### config.mk
export PLATFORM = sky130hd
export DESIGN_NAME = stopwatch_countdown_toolbox_core
export DESIGN_NICKNAME = d
export VERILOG_FILES = /design/src/hw/rtl/swcd_pkg.sv /design/src/hw/rtl/swcd_front.sv /design/src/hw/rtl/swcd_opq.sv /design/src/hw/rtl/swcd_back.sv /design/src/hw/rtl/stopwatch_countdown_toolbox_core.sv
export SDC_FILE = /design/constraint.sdc
export NUM_CORES = 1
export LEC_CHECK = 0
export BUFFER_PORTS_ARGS = -buffer_cell sky130_fd_sc_hd__buf_2
export CORE_MARGIN = 2
export CORE_UTILIZATION = 55
export CTS_BUF_LIST = sky130_fd_sc_hd__clkbuf_4 sky130_fd_sc_hd__clkbuf_8
export DETAILED_ROUTE_END_ITERATION = 6
export GPL_TIMING_DRIVEN = 1
export PLACE_DENSITY = 0.72
export RECOVER_POWER = 100
export SLEW_MARGIN = 10
export SYNTH_ARGS = -nofsm -noshare
export SYNTH_HDL_FRONTEND = slang
export SYNTH_SLANG_ARGS = --single-unit
### constraint.sdc
create_clock -name clk -period 20.1 [get_ports clk]
set_clock_uncertainty 0.2 [all_clocks]
set_input_delay 3.015 -clock clk [delete_from_list [all_inputs] [get_ports clk]]
set_output_delay 3.015 -clock clk [all_outputs]
set_load 0.02 [all_outputs]
### src/hw/rtl/swcd_pkg.sv
`timescale 1ns / 1ps
`default_nettype none
// ----------------------------------------------------------------------------
// swcd_pkg: shared types and constants
// Request and result records, event codes, mode codes and limits used by
// the stopwatch / countdown / adjuster core.
// ----------------------------------------------------------------------------
package swcd_pkg;

	// event codes carried in the cmd field
	localparam logic [1:0] CMD_TICK  = 2'd0;
	localparam logic [1:0] CMD_TURN  = 2'd1;
	localparam logic [1:0] CMD_PRESS = 2'd2;

	// operating modes
	localparam logic [1:0] MODE_SW  = 2'd0;
	localparam logic [1:0] MODE_CD  = 2'd1;
	localparam logic [1:0] MODE_ADJ = 2'd2;

	localparam int unsigned CD_STEP_SECS  = 30;
	localparam int unsigned CD_MIN_SECS   = 30;
	localparam int unsigned CD_MAX_SECS   = 7200;
	localparam int unsigned CD_RESET_SECS = 60;
	localparam int unsigned MS_PER_SEC    = 1000;
	localparam int unsigned VAL_MAX       = 24'hFFFFFF;
	localparam int unsigned MODE_COUNT    = 3;

	localparam int unsigned CD_MS_W = 23; // holds CD_MAX_SECS * MS_PER_SEC

	typedef struct packed {
		logic [1:0]         cmd;
		logic [31:0]        now_ms;
		logic signed [7:0]  delta;
	} in_t;

	typedef struct packed {
		logic [1:0]  mode_now;
		logic        is_running;
		logic [31:0] elapsed_out;
		logic [12:0] timer_setting;
		logic [23:0] adjust_value;
	} out_t;

	typedef enum logic [1:0] {
		OP_TICK,
		OP_TURN,
		OP_PRESS,
		OP_NOP
	} op_kind_t;

	// classified request as passed from front to back
	typedef struct packed {
		op_kind_t           kind;
		logic [31:0]        now_ms;
		logic signed [7:0]  delta;
		logic signed [13:0] delta_secs; // delta * CD_STEP_SECS
		logic [1:0]         mode_step;  // delta modulo MODE_COUNT, non-negative
	} op_t;

endpackage : swcd_pkg
`default_nettype wire

### src/hw/rtl/swcd_front.sv
`timescale 1ns / 1ps
`default_nettype none
// ----------------------------------------------------------------------------
// swcd_front: request classifier
// Decodes the event kind and precomputes the state-independent terms of
// an encoder turn.
// ----------------------------------------------------------------------------
module swcd_front (
	input  var swcd_pkg::in_t item,
	output var swcd_pkg::op_t op
);
	import swcd_pkg::*;

	// non-negative remainder of a signed byte by three
	function automatic logic [1:0] mod3_byte(input logic signed [7:0] d);
		logic [7:0] u;
		logic [3:0] s;
		begin
			// d + 128 is congruent to d - 1, so fold back with +1
			u = {~d[7], d[6:0]};
			s = 4'(u[1:0]) + 4'(u[3:2]) + 4'(u[5:4]) + 4'(u[7:6]) + 4'd1;
			if (s >= 4'd12) begin
				s = s - 4'd12;
			end else if (s >= 4'd9) begin
				s = s - 4'd9;
			end else if (s >= 4'd6) begin
				s = s - 4'd6;
			end else if (s >= 4'd3) begin
				s = s - 4'd3;
			end
			mod3_byte = s[1:0];
		end
	endfunction

	always_comb begin
		case (item.cmd)
			CMD_TICK:  op.kind = OP_TICK;
			CMD_TURN:  op.kind = OP_TURN;
			CMD_PRESS: op.kind = OP_PRESS;
			default:   op.kind = OP_NOP;
		endcase
		op.now_ms     = item.now_ms;
		op.delta      = item.delta;
		op.delta_secs = 14'(item.delta) * 14'(CD_STEP_SECS);
		op.mode_step  = mod3_byte(item.delta);
	end

endmodule : swcd_front
`default_nettype wire

### src/hw/rtl/swcd_opq.sv
`timescale 1ns / 1ps
`default_nettype none
// ----------------------------------------------------------------------------
// swcd_opq: request queue
// Two-entry queue of classified requests between front and back.
// ----------------------------------------------------------------------------
module swcd_opq (
	input  var logic          clk,
	input  var logic          arst_n,
	input  var logic          wr_en,
	input  var swcd_pkg::op_t wr_op,
	output var logic          full,
	input  var logic          rd_en,
	output var swcd_pkg::op_t rd_op,
	output var logic          rd_valid
);
	import swcd_pkg::*;

	op_t        mem_q [2];
	logic       wr_ptr_q;
	logic       rd_ptr_q;
	logic [1:0] count_q;

	assign full     = (count_q == 2'd2);
	assign rd_valid = (count_q != 2'd0);
	assign rd_op    = mem_q[rd_ptr_q];

	always_ff @(posedge clk or negedge arst_n) begin
		if (!arst_n) begin
			wr_ptr_q <= 1'b0;
			rd_ptr_q <= 1'b0;
			count_q  <= 2'd0;
		end else begin
			if (wr_en) begin
				wr_ptr_q <= ~wr_ptr_q;
			end
			if (rd_en) begin
				rd_ptr_q <= ~rd_ptr_q;
			end
			case ({wr_en, rd_en})
				2'b10:   count_q <= count_q + 2'd1;
				2'b01:   count_q <= count_q - 2'd1;
				default: count_q <= count_q;
			endcase
		end
	end

	always_ff @(posedge clk) begin
		if (wr_en) begin
			mem_q[wr_ptr_q] <= wr_op;
		end
	end

endmodule : swcd_opq
`default_nettype wire

### src/hw/rtl/swcd_back.sv
`timescale 1ns / 1ps
`default_nettype none
// ----------------------------------------------------------------------------
// swcd_back: event executor
// Applies one request per cycle to the mode state while the result queue has
// room and queues the snapshot of the state in a two-entry result queue.
// ----------------------------------------------------------------------------
module swcd_back (
	input  var logic           clk,
	input  var logic           arst_n,
	input  var logic           op_valid,
	input  var swcd_pkg::op_t  op,
	output var logic           op_take,
	output var logic           empty,
	input  var logic           pop,
	output var swcd_pkg::out_t result
);
	import swcd_pkg::*;

	logic [1:0]         mode_q;
	logic               run_q;
	logic [31:0]        start_q;
	logic [31:0]        elapsed_q;
	logic [31:0]        deadline_q;
	logic [12:0]        cd_secs_q;
	logic [CD_MS_W-1:0] cd_ms_q;
	logic [23:0]        held_q;

	logic [1:0]         mode_d;
	logic               run_d;
	logic [31:0]        start_d;
	logic [31:0]        elapsed_d;
	logic [31:0]        deadline_d;
	logic [12:0]        cd_secs_d;
	logic [23:0]        held_d;

	logic signed [15:0] cd_sum;
	logic [12:0]        cd_clamped;
	logic signed [25:0] held_sum;
	logic [23:0]        held_clamped;
	logic [31:0]        remain;

	out_t       res_q [2];
	logic       res_wr_q;
	logic       res_rd_q;
	logic [1:0] res_cnt_q;
	logic       res_push;
	logic       res_pop;

	assign empty    = (res_cnt_q == 2'd0);
	assign result   = res_q[res_rd_q];
	assign res_pop  = pop && !empty;
	assign op_take  = op_valid && (res_cnt_q != 2'd2);
	assign res_push = op_take;

	always_comb begin
		cd_sum = 16'(signed'({3'b000, cd_secs_q})) + 16'(op.delta_secs);
		if (cd_sum < signed'(16'(CD_MIN_SECS))) begin
			cd_clamped = 13'(CD_MIN_SECS);
		end else if (cd_sum > signed'(16'(CD_MAX_SECS))) begin
			cd_clamped = 13'(CD_MAX_SECS);
		end else begin
			cd_clamped = cd_sum[12:0];
		end

		held_sum = 26'(signed'({2'b00, held_q})) + 26'(op.delta);
		if (held_sum < 26'sd0) begin
			held_clamped = 24'd0;
		end else if (held_sum > 26'(VAL_MAX)) begin
			held_clamped = 24'(VAL_MAX);
		end else begin
			held_clamped = held_sum[23:0];
		end

		remain = deadline_q - op.now_ms;

		mode_d     = mode_q;
		run_d      = run_q;
		start_d    = start_q;
		elapsed_d  = elapsed_q;
		deadline_d = deadline_q;
		cd_secs_d  = cd_secs_q;
		held_d     = held_q;

		case (op.kind)
			OP_TICK: begin
				if (mode_q == MODE_SW && run_q) begin
					elapsed_d = op.now_ms - start_q;
				end
				// stop once the signed time left is zero or negative
				if (mode_q == MODE_CD && run_q && (remain == 32'd0 || remain[31])) begin
					run_d = 1'b0;
				end
			end
			OP_TURN: begin
				if (!run_q) begin
					case (mode_q)
						MODE_CD:  cd_secs_d = cd_clamped;
						MODE_ADJ: held_d    = held_clamped;
						default:  mode_d    = op.mode_step;
					endcase
				end
			end
			OP_PRESS: begin
				case (mode_q)
					MODE_SW: begin
						if (!run_q) begin
							start_d = op.now_ms - elapsed_q;
						end
						run_d = !run_q;
					end
					MODE_CD: begin
						if (!run_q) begin
							deadline_d = op.now_ms + 32'(cd_ms_q);
						end
						run_d = !run_q;
					end
					default: held_d = 24'd0;
				endcase
			end
			default: ;
		endcase
	end

	always_ff @(posedge clk or negedge arst_n) begin
		if (!arst_n) begin
			mode_q     <= MODE_SW;
			run_q      <= 1'b0;
			start_q    <= 32'd0;
			elapsed_q  <= 32'd0;
			deadline_q <= 32'd0;
			cd_secs_q  <= 13'(CD_RESET_SECS);
			cd_ms_q    <= CD_MS_W'(CD_RESET_SECS * MS_PER_SEC);
			held_q     <= 24'd0;
			res_wr_q   <= 1'b0;
			res_rd_q   <= 1'b0;
			res_cnt_q  <= 2'd0;
		end else begin
			if (op_take) begin
				mode_q     <= mode_d;
				run_q      <= run_d;
				start_q    <= start_d;
				elapsed_q  <= elapsed_d;
				deadline_q <= deadline_d;
				cd_secs_q  <= cd_secs_d;
				// keep the length in ms ready for the next start
				cd_ms_q    <= CD_MS_W'(cd_secs_d) * CD_MS_W'(MS_PER_SEC);
				held_q     <= held_d;
			end
			if (res_push) begin
				res_wr_q <= ~res_wr_q;
			end
			if (res_pop) begin
				res_rd_q <= ~res_rd_q;
			end
			case ({res_push, res_pop})
				2'b10:   res_cnt_q <= res_cnt_q + 2'd1;
				2'b01:   res_cnt_q <= res_cnt_q - 2'd1;
				default: res_cnt_q <= res_cnt_q;
			endcase
		end
	end

	always_ff @(posedge clk) begin
		if (res_push) begin
			res_q[res_wr_q].mode_now      <= mode_d;
			res_q[res_wr_q].is_running    <= run_d;
			res_q[res_wr_q].elapsed_out   <= elapsed_d;
			res_q[res_wr_q].timer_setting <= cd_secs_d;
			res_q[res_wr_q].adjust_value  <= held_d;
		end
	end

endmodule : swcd_back
`default_nettype wire

### src/hw/rtl/stopwatch_countdown_toolbox_core.sv
`timescale 1ns / 1ps
`default_nettype none
// ----------------------------------------------------------------------------
// stopwatch_countdown_toolbox_core: stopwatch, countdown and value adjuster
// Event machine with three modes driven by tick, encoder and select requests.
// ----------------------------------------------------------------------------
// Each request is a tick, an encoder turn or a select press stamped with the
// millisecond time; every accepted request yields exactly one result, the
// state snapshot after the event. Requests enter at push/full and results
// leave at empty/pop, both queue style. The block takes one request per
// cycle while neither queue is full; each request is registered in the
// request queue and its result, once the executor applies it, in the result
// queue, from which it is popped. The rate is set by the executor, which
// applies one request per cycle to the mode state while the result queue has
// room; the two-entry request and result queues let either side stall alone.
// ----------------------------------------------------------------------------
module stopwatch_countdown_toolbox_core (
	input  var logic           clk,
	input  var logic           arst_n,
	input  var logic           push,
	output var logic           full,
	input  var swcd_pkg::in_t  item,
	output var logic           empty,
	input  var logic           pop,
	output var swcd_pkg::out_t result
);
	import swcd_pkg::*;

	op_t  front_op;   // classified request from the front
	op_t  back_op;    // oldest queued request
	logic back_valid;
	logic back_take;
	logic enq;

	// accept a request only while the queue has room
	assign enq = push && !full;

	// classify the event and precompute the encoder terms
	swcd_front u_front (
		.item (item),
		.op   (front_op)
	);

	// hold classified requests until the executor can take them
	swcd_opq u_opq (
		.clk      (clk),
		.arst_n   (arst_n),
		.wr_en    (enq),
		.wr_op    (front_op),
		.full     (full),
		.rd_en    (back_take),
		.rd_op    (back_op),
		.rd_valid (back_valid)
	);

	// advance the mode state and queue one snapshot per request
	swcd_back u_back (
		.clk      (clk),
		.arst_n   (arst_n),
		.op_valid (back_valid),
		.op       (back_op),
		.op_take  (back_take),
		.empty    (empty),
		.pop      (pop),
		.result   (result)
	);

endmodule : stopwatch_countdown_toolbox_core
`default_nettype wire

==> out/results.txt <==
The repair_antennas step left the layout with diodes totalling 0. The worst setup path is of the reg2reg kind. Relative to the synthesized area, the layout overhead comes to 9.62%. The min-delay analysis places its worst path in the category reg2reg. The worst setup path is captured at a register.

The cell type group with the largest total delay on the critical path was compound AO/OA/AOI/OAI gates. Each instance of the synthesized netlist takes up on average 10.3 sq um. The fraction of layout instances using a drive strength above 1 was 0.103; the number of DRC markers in iteration 0 was 1626. Synthesis inferred 418 register bits.

Fill cells in the final layout number 4240. The die width was 228 um; the synthesized netlist net count was 3021. Across the run, the number of max-cap violations was 17.

By instance count, the cell type seen most on the critical path is sky130_fd_sc_hd__fa_1. The share of the synthesized netlist area taken by xor and xnor gates came out at 0.0467. The H-tree generated during clock tree synthesis spans 3 levels. After floorplanning, the core was divided into 82 placement rows. Based on the critical path, the design can be clocked at up to 82.6 MHz. The number of gates resized after cts came out at 0.

The combined buffer and inverter count along the critical path came out at 4. In the layout the commonest cells are sky130_fd_sc_hd__nand2_1 (290), sky130_fd_sc_hd__edfxtp_1 (256), sky130_fd_sc_hd__o21ai_0 (253). The run gives 0 as the overall overflow remaining after global route. Setup repair after global routing left no endpoint under its margin. For the distinct cell type count of the synthesized netlist, the log shows 83.

The flow ran to the end, but the final reports show violations. The routed design could run at a clock period as short as 12.11 ns. The first detailed-routing pass ran for 6 iterations.

The synthesized netlist occupies a cell area of 0.0276 sq mm. In the routed layout, each cell is associated on average with a via count of 5.82. Leaving out fill and tap cells, the most frequent cell in the layout is sky130_fd_sc_hd__nand2_1.

The wire-length estimate of the detail-placed layout is 48300 um. The required time of the critical path was 20.43 ns; the number of clock buffers inserted by TritonCTS was 72. Buffers placed on the I/O ports in this run total 119.

Wire segments on met3 add up to 3040 um in the final route. The average wire per standard cell works out to 18.6 um. Dominant combinational cell family by area after synthesis: compound AO/OA/AOI/OAI gates. TritonCTS built the clock tree.

The total global routing track utilization came out at 0.256. Once the clock tree was built, the setup fixing pass inserted 0 buffers. 120 I/O pins were placed.

The final clock period utilization by the worst path came out at 0.602. The routed design uses 29800 um of met2 wire. During synthesis, Yosys emitted a total of 0 warnings. The logs give 3156 for the post-layout net count and 0.0519 sq mm for the floorplan die area. The post-synthesis async set-or-reset flop share was 0.388.

The count of final hold-check violations was 0; the latest clock arrival within the worst-skew pair was 0.65 ns. The run gives 20388 as the number of global-route vias before repair. The slowest stage of the critical path is the sky130_fd_sc_hd__clkbuf_1 cell. The routed design has 66000 um of wire.

The number of hold buffers added after CTS was 0. The fraction of the mapped netlist area in compound gates is 0.164, and the number of synthesized flops with an enable pin is 256. The global-route wire length before repair came out at 107000 um. For this run, design rule violations remaining after detail routing come to 0. The final route contains 20633 vias. Setup violations remaining at the end of the flow were counted as 0. The arrival time at the worst endpoint is 12.44 ns. The worst setup path is launched from a register. Main flop type after synthesis: sky130_fd_sc_hd__edfxtp_1. The die extent in y came out at 228 um.

The measured slew at the worst slew-check pin is 4.78 ns. Clock tree synthesis found a total of 418 sinks. The run gives 0 as the number of antenna violations at the first check in global routing. The largest net degree at the start of global routing was 72; the routed metal-1 wirelength was 31500 um. Sequential standard cell area: 0.0118 sq mm. Counting every instance in the synthesized netlist gives 2680. The final reports fail on max-capacitance violations, max-slew violations. For this run, the slowest stage of the critical path takes 2.65 ns.

The logs give 0 ns for the final total negative setup slack and -2.19 for the max-slew headroom at the worst pin. The number of max-slew violations in the final report was 858; the buffer levels on the longest clock path was 3. The congestion estimate from routability-driven global placement came to 0.919.

The initial core utilization is 0.553. Clock transition time at the flip-flop clock pins of the worst setup and hold paths: 0.06 ns. Signal routing reaches up to met4. CTS placed an instance of sky130_fd_sc_hd__clkbuf_8 at the clock tree root. The total area inside the core boundary comes to 0.0499 sq mm.

The area fraction in and, or, nand and nor cells after synthesis is 0.111, and the top fanout value on the critical path is 53. The area of combinational cells with multiple inputs was 0.0147 sq mm; the fraction of the mapped netlist area in adder cells was 0.151. The share of the yosys chip area belonging to registers is 0.426, and the multiplexer fraction of the synthesized cell area is 0.0597. Once detail routing completed, the nets flagged for antenna violations numbered 0.
[Yosys cell counts (5+ instances only)]
cell type                   count  area [sq um]
sky130_fd_sc_hd__dfrtp_1      151          3780
sky130_fd_sc_hd__o211ai_1      14           105
sky130_fd_sc_hd__edfxtp_1     256          7690
sky130_fd_sc_hd__nand4_1       17           106
sky130_fd_sc_hd__nor4_1        10          62.6
sky130_fd_sc_hd__a311o_1        7          70.1
sky130_fd_sc_hd__a21o_1        69           518
sky130_fd_sc_hd__mux2i_1       43           430
sky130_fd_sc_hd__and2_1        15          93.8
sky130_fd_sc_hd__a2111oi_0      6          52.6
sky130_fd_sc_hd__o21ai_0      252          1260
sky130_fd_sc_hd__a21boi_0       6          45.0
sky130_fd_sc_hd__nor2_1       101           379
sky130_fd_sc_hd__clkbuf_1      62           233
sky130_fd_sc_hd__nand2_1      290          1090
sky130_fd_sc_hd__a31o_2         7          61.3
sky130_fd_sc_hd__a22oi_1        5          37.5
sky130_fd_sc_hd__a21oi_1      164           821
sky130_fd_sc_hd__o21a_1        30           225
sky130_fd_sc_hd__nand2b_1      32           200
sky130_fd_sc_hd__and3_1        24           150
sky130_fd_sc_hd__xnor2_1       85           744
sky130_fd_sc_hd__o41ai_1        6          52.6
sky130_fd_sc_hd__a211oi_1      24           180
sky130_fd_sc_hd__a31oi_1       21           131
sky130_fd_sc_hd__or4_1          5          37.5
sky130_fd_sc_hd__nor3_1        44           220
sky130_fd_sc_hd__buf_1         13          48.8
sky130_fd_sc_hd__o21bai_1      18           135
sky130_fd_sc_hd__o2111ai_1      5          43.8
sky130_fd_sc_hd__xor2_1        62           543
sky130_fd_sc_hd__o31a_1         6          52.6
sky130_fd_sc_hd__nor2b_1       25           156
sky130_fd_sc_hd__dfstp_2       11           289
sky130_fd_sc_hd__ha_1         231          2890
sky130_fd_sc_hd__or2_2          9          56.3
sky130_fd_sc_hd__nand3_1       35           175
sky130_fd_sc_hd__fa_1          64          1280
sky130_fd_sc_hd__or3_1         18           113
sky130_fd_sc_hd__inv_1        220           826
sky130_fd_sc_hd__mux2_2       108          1220
sky130_fd_sc_hd__o31ai_1       24           180
[stage by stage]
step	utilization	cells	cell area (sq um)	hold WS, ns	setup WS (ns)
finish	0.606	3545	30200	0.267	7.99
global route	0.606	3545	30200	0.286	7.03
CTS	0.611	3545	30500	0.268	10.21
detailed placement	0.580	3413	28900	0.258	10.23
global placement	0.580	3413	28900	0.260	10.49
floorplan	-	2680	27600	0.242	10.53
[worst reg2reg max path, delay by kind of cell, from the launching register on]
family          cells  cell delay, ns
compound gates     15            3.98
buf+inv             4            3.04
fa+ha+maj           6            2.91
mux                 2            0.71
simple gates        2            0.57
flops               1            0.43
xor+xnor            1            0.14
[sequential cells by signal, indices dropped and copies added (netlist names)]
| signal | cells |
|---|---|
| u_opq.wr_ptr_q | 1 |
| u_opq.mem_q | 112 |
| u_back.elapsed_q | 32 |
| u_back.res_wr_q | 1 |
| u_back.deadline_q | 32 |
| u_back.held_q | 24 |
| u_back.res_q | 144 |
| u_opq.count_q | 2 |
| u_back.cd_ms_q | 18 |
| u_back.run_q | 1 |
| u_back.mode_q | 2 |
| u_back.cd_secs_q | 13 |
| u_back.res_rd_q | 1 |
| u_back.start_q | 32 |
| u_back.res_cnt_q | 2 |
| u_opq.rd_ptr_q | 1 |
[layer usage]
metal	vias up	global-route usage
met1	10042	0.365
met5	-	0
met3	104	0.0335
met2	529	0.409
li1	9958	-
met4	0	0.0782
[cell families after synthesis]
| kind of cell | Yosys count |
|---|---|
| mux | 151 |
| fa+ha+maj | 295 |
| compound gates | 719 |
| xor+xnor | 147 |
| buf+inv | 301 |
| simple gates | 649 |
| flops | 418 |
[worst paths after layout]
check | start | endpoint | slack (ns) | cells after the start
worst max-delay path | u_opq.rd_ptr_q | u_back.cd_ms_q[22] | 7.99 | 30
worst min-delay path | u_back.cd_ms_q[6] | u_back.cd_ms_q[6] | 0.27 | 2
worst max register to register | u_opq.rd_ptr_q | u_back.cd_ms_q[22] | 7.99 | 30
worst min register to register | u_back.cd_ms_q[6] | u_back.cd_ms_q[6] | 0.27 | 2
max in group asynchronous | arst_n | u_back.start_q[13] | 10.00 | 3
min in group asynchronous | arst_n | u_back.elapsed_q[27] | 3.42 | 1
[final cells by class]
| cell class | instances | area share |
|---|---|---|
| multi-input cells | 1961 | 0.485 |
| flip-flops and latches | 418 | 0.389 |
| clock buffers | 103 | 0.0423 |
| well taps | 672 | 0.0278 |
| inverters | 221 | 0.0274 |
| repair buffers | 141 | 0.0193 |
| clock inverters | 29 | 0.00902 |
Power is not shown: default switching activity piles up to over one toggle a cycle in this logic, so the estimate is an artifact.
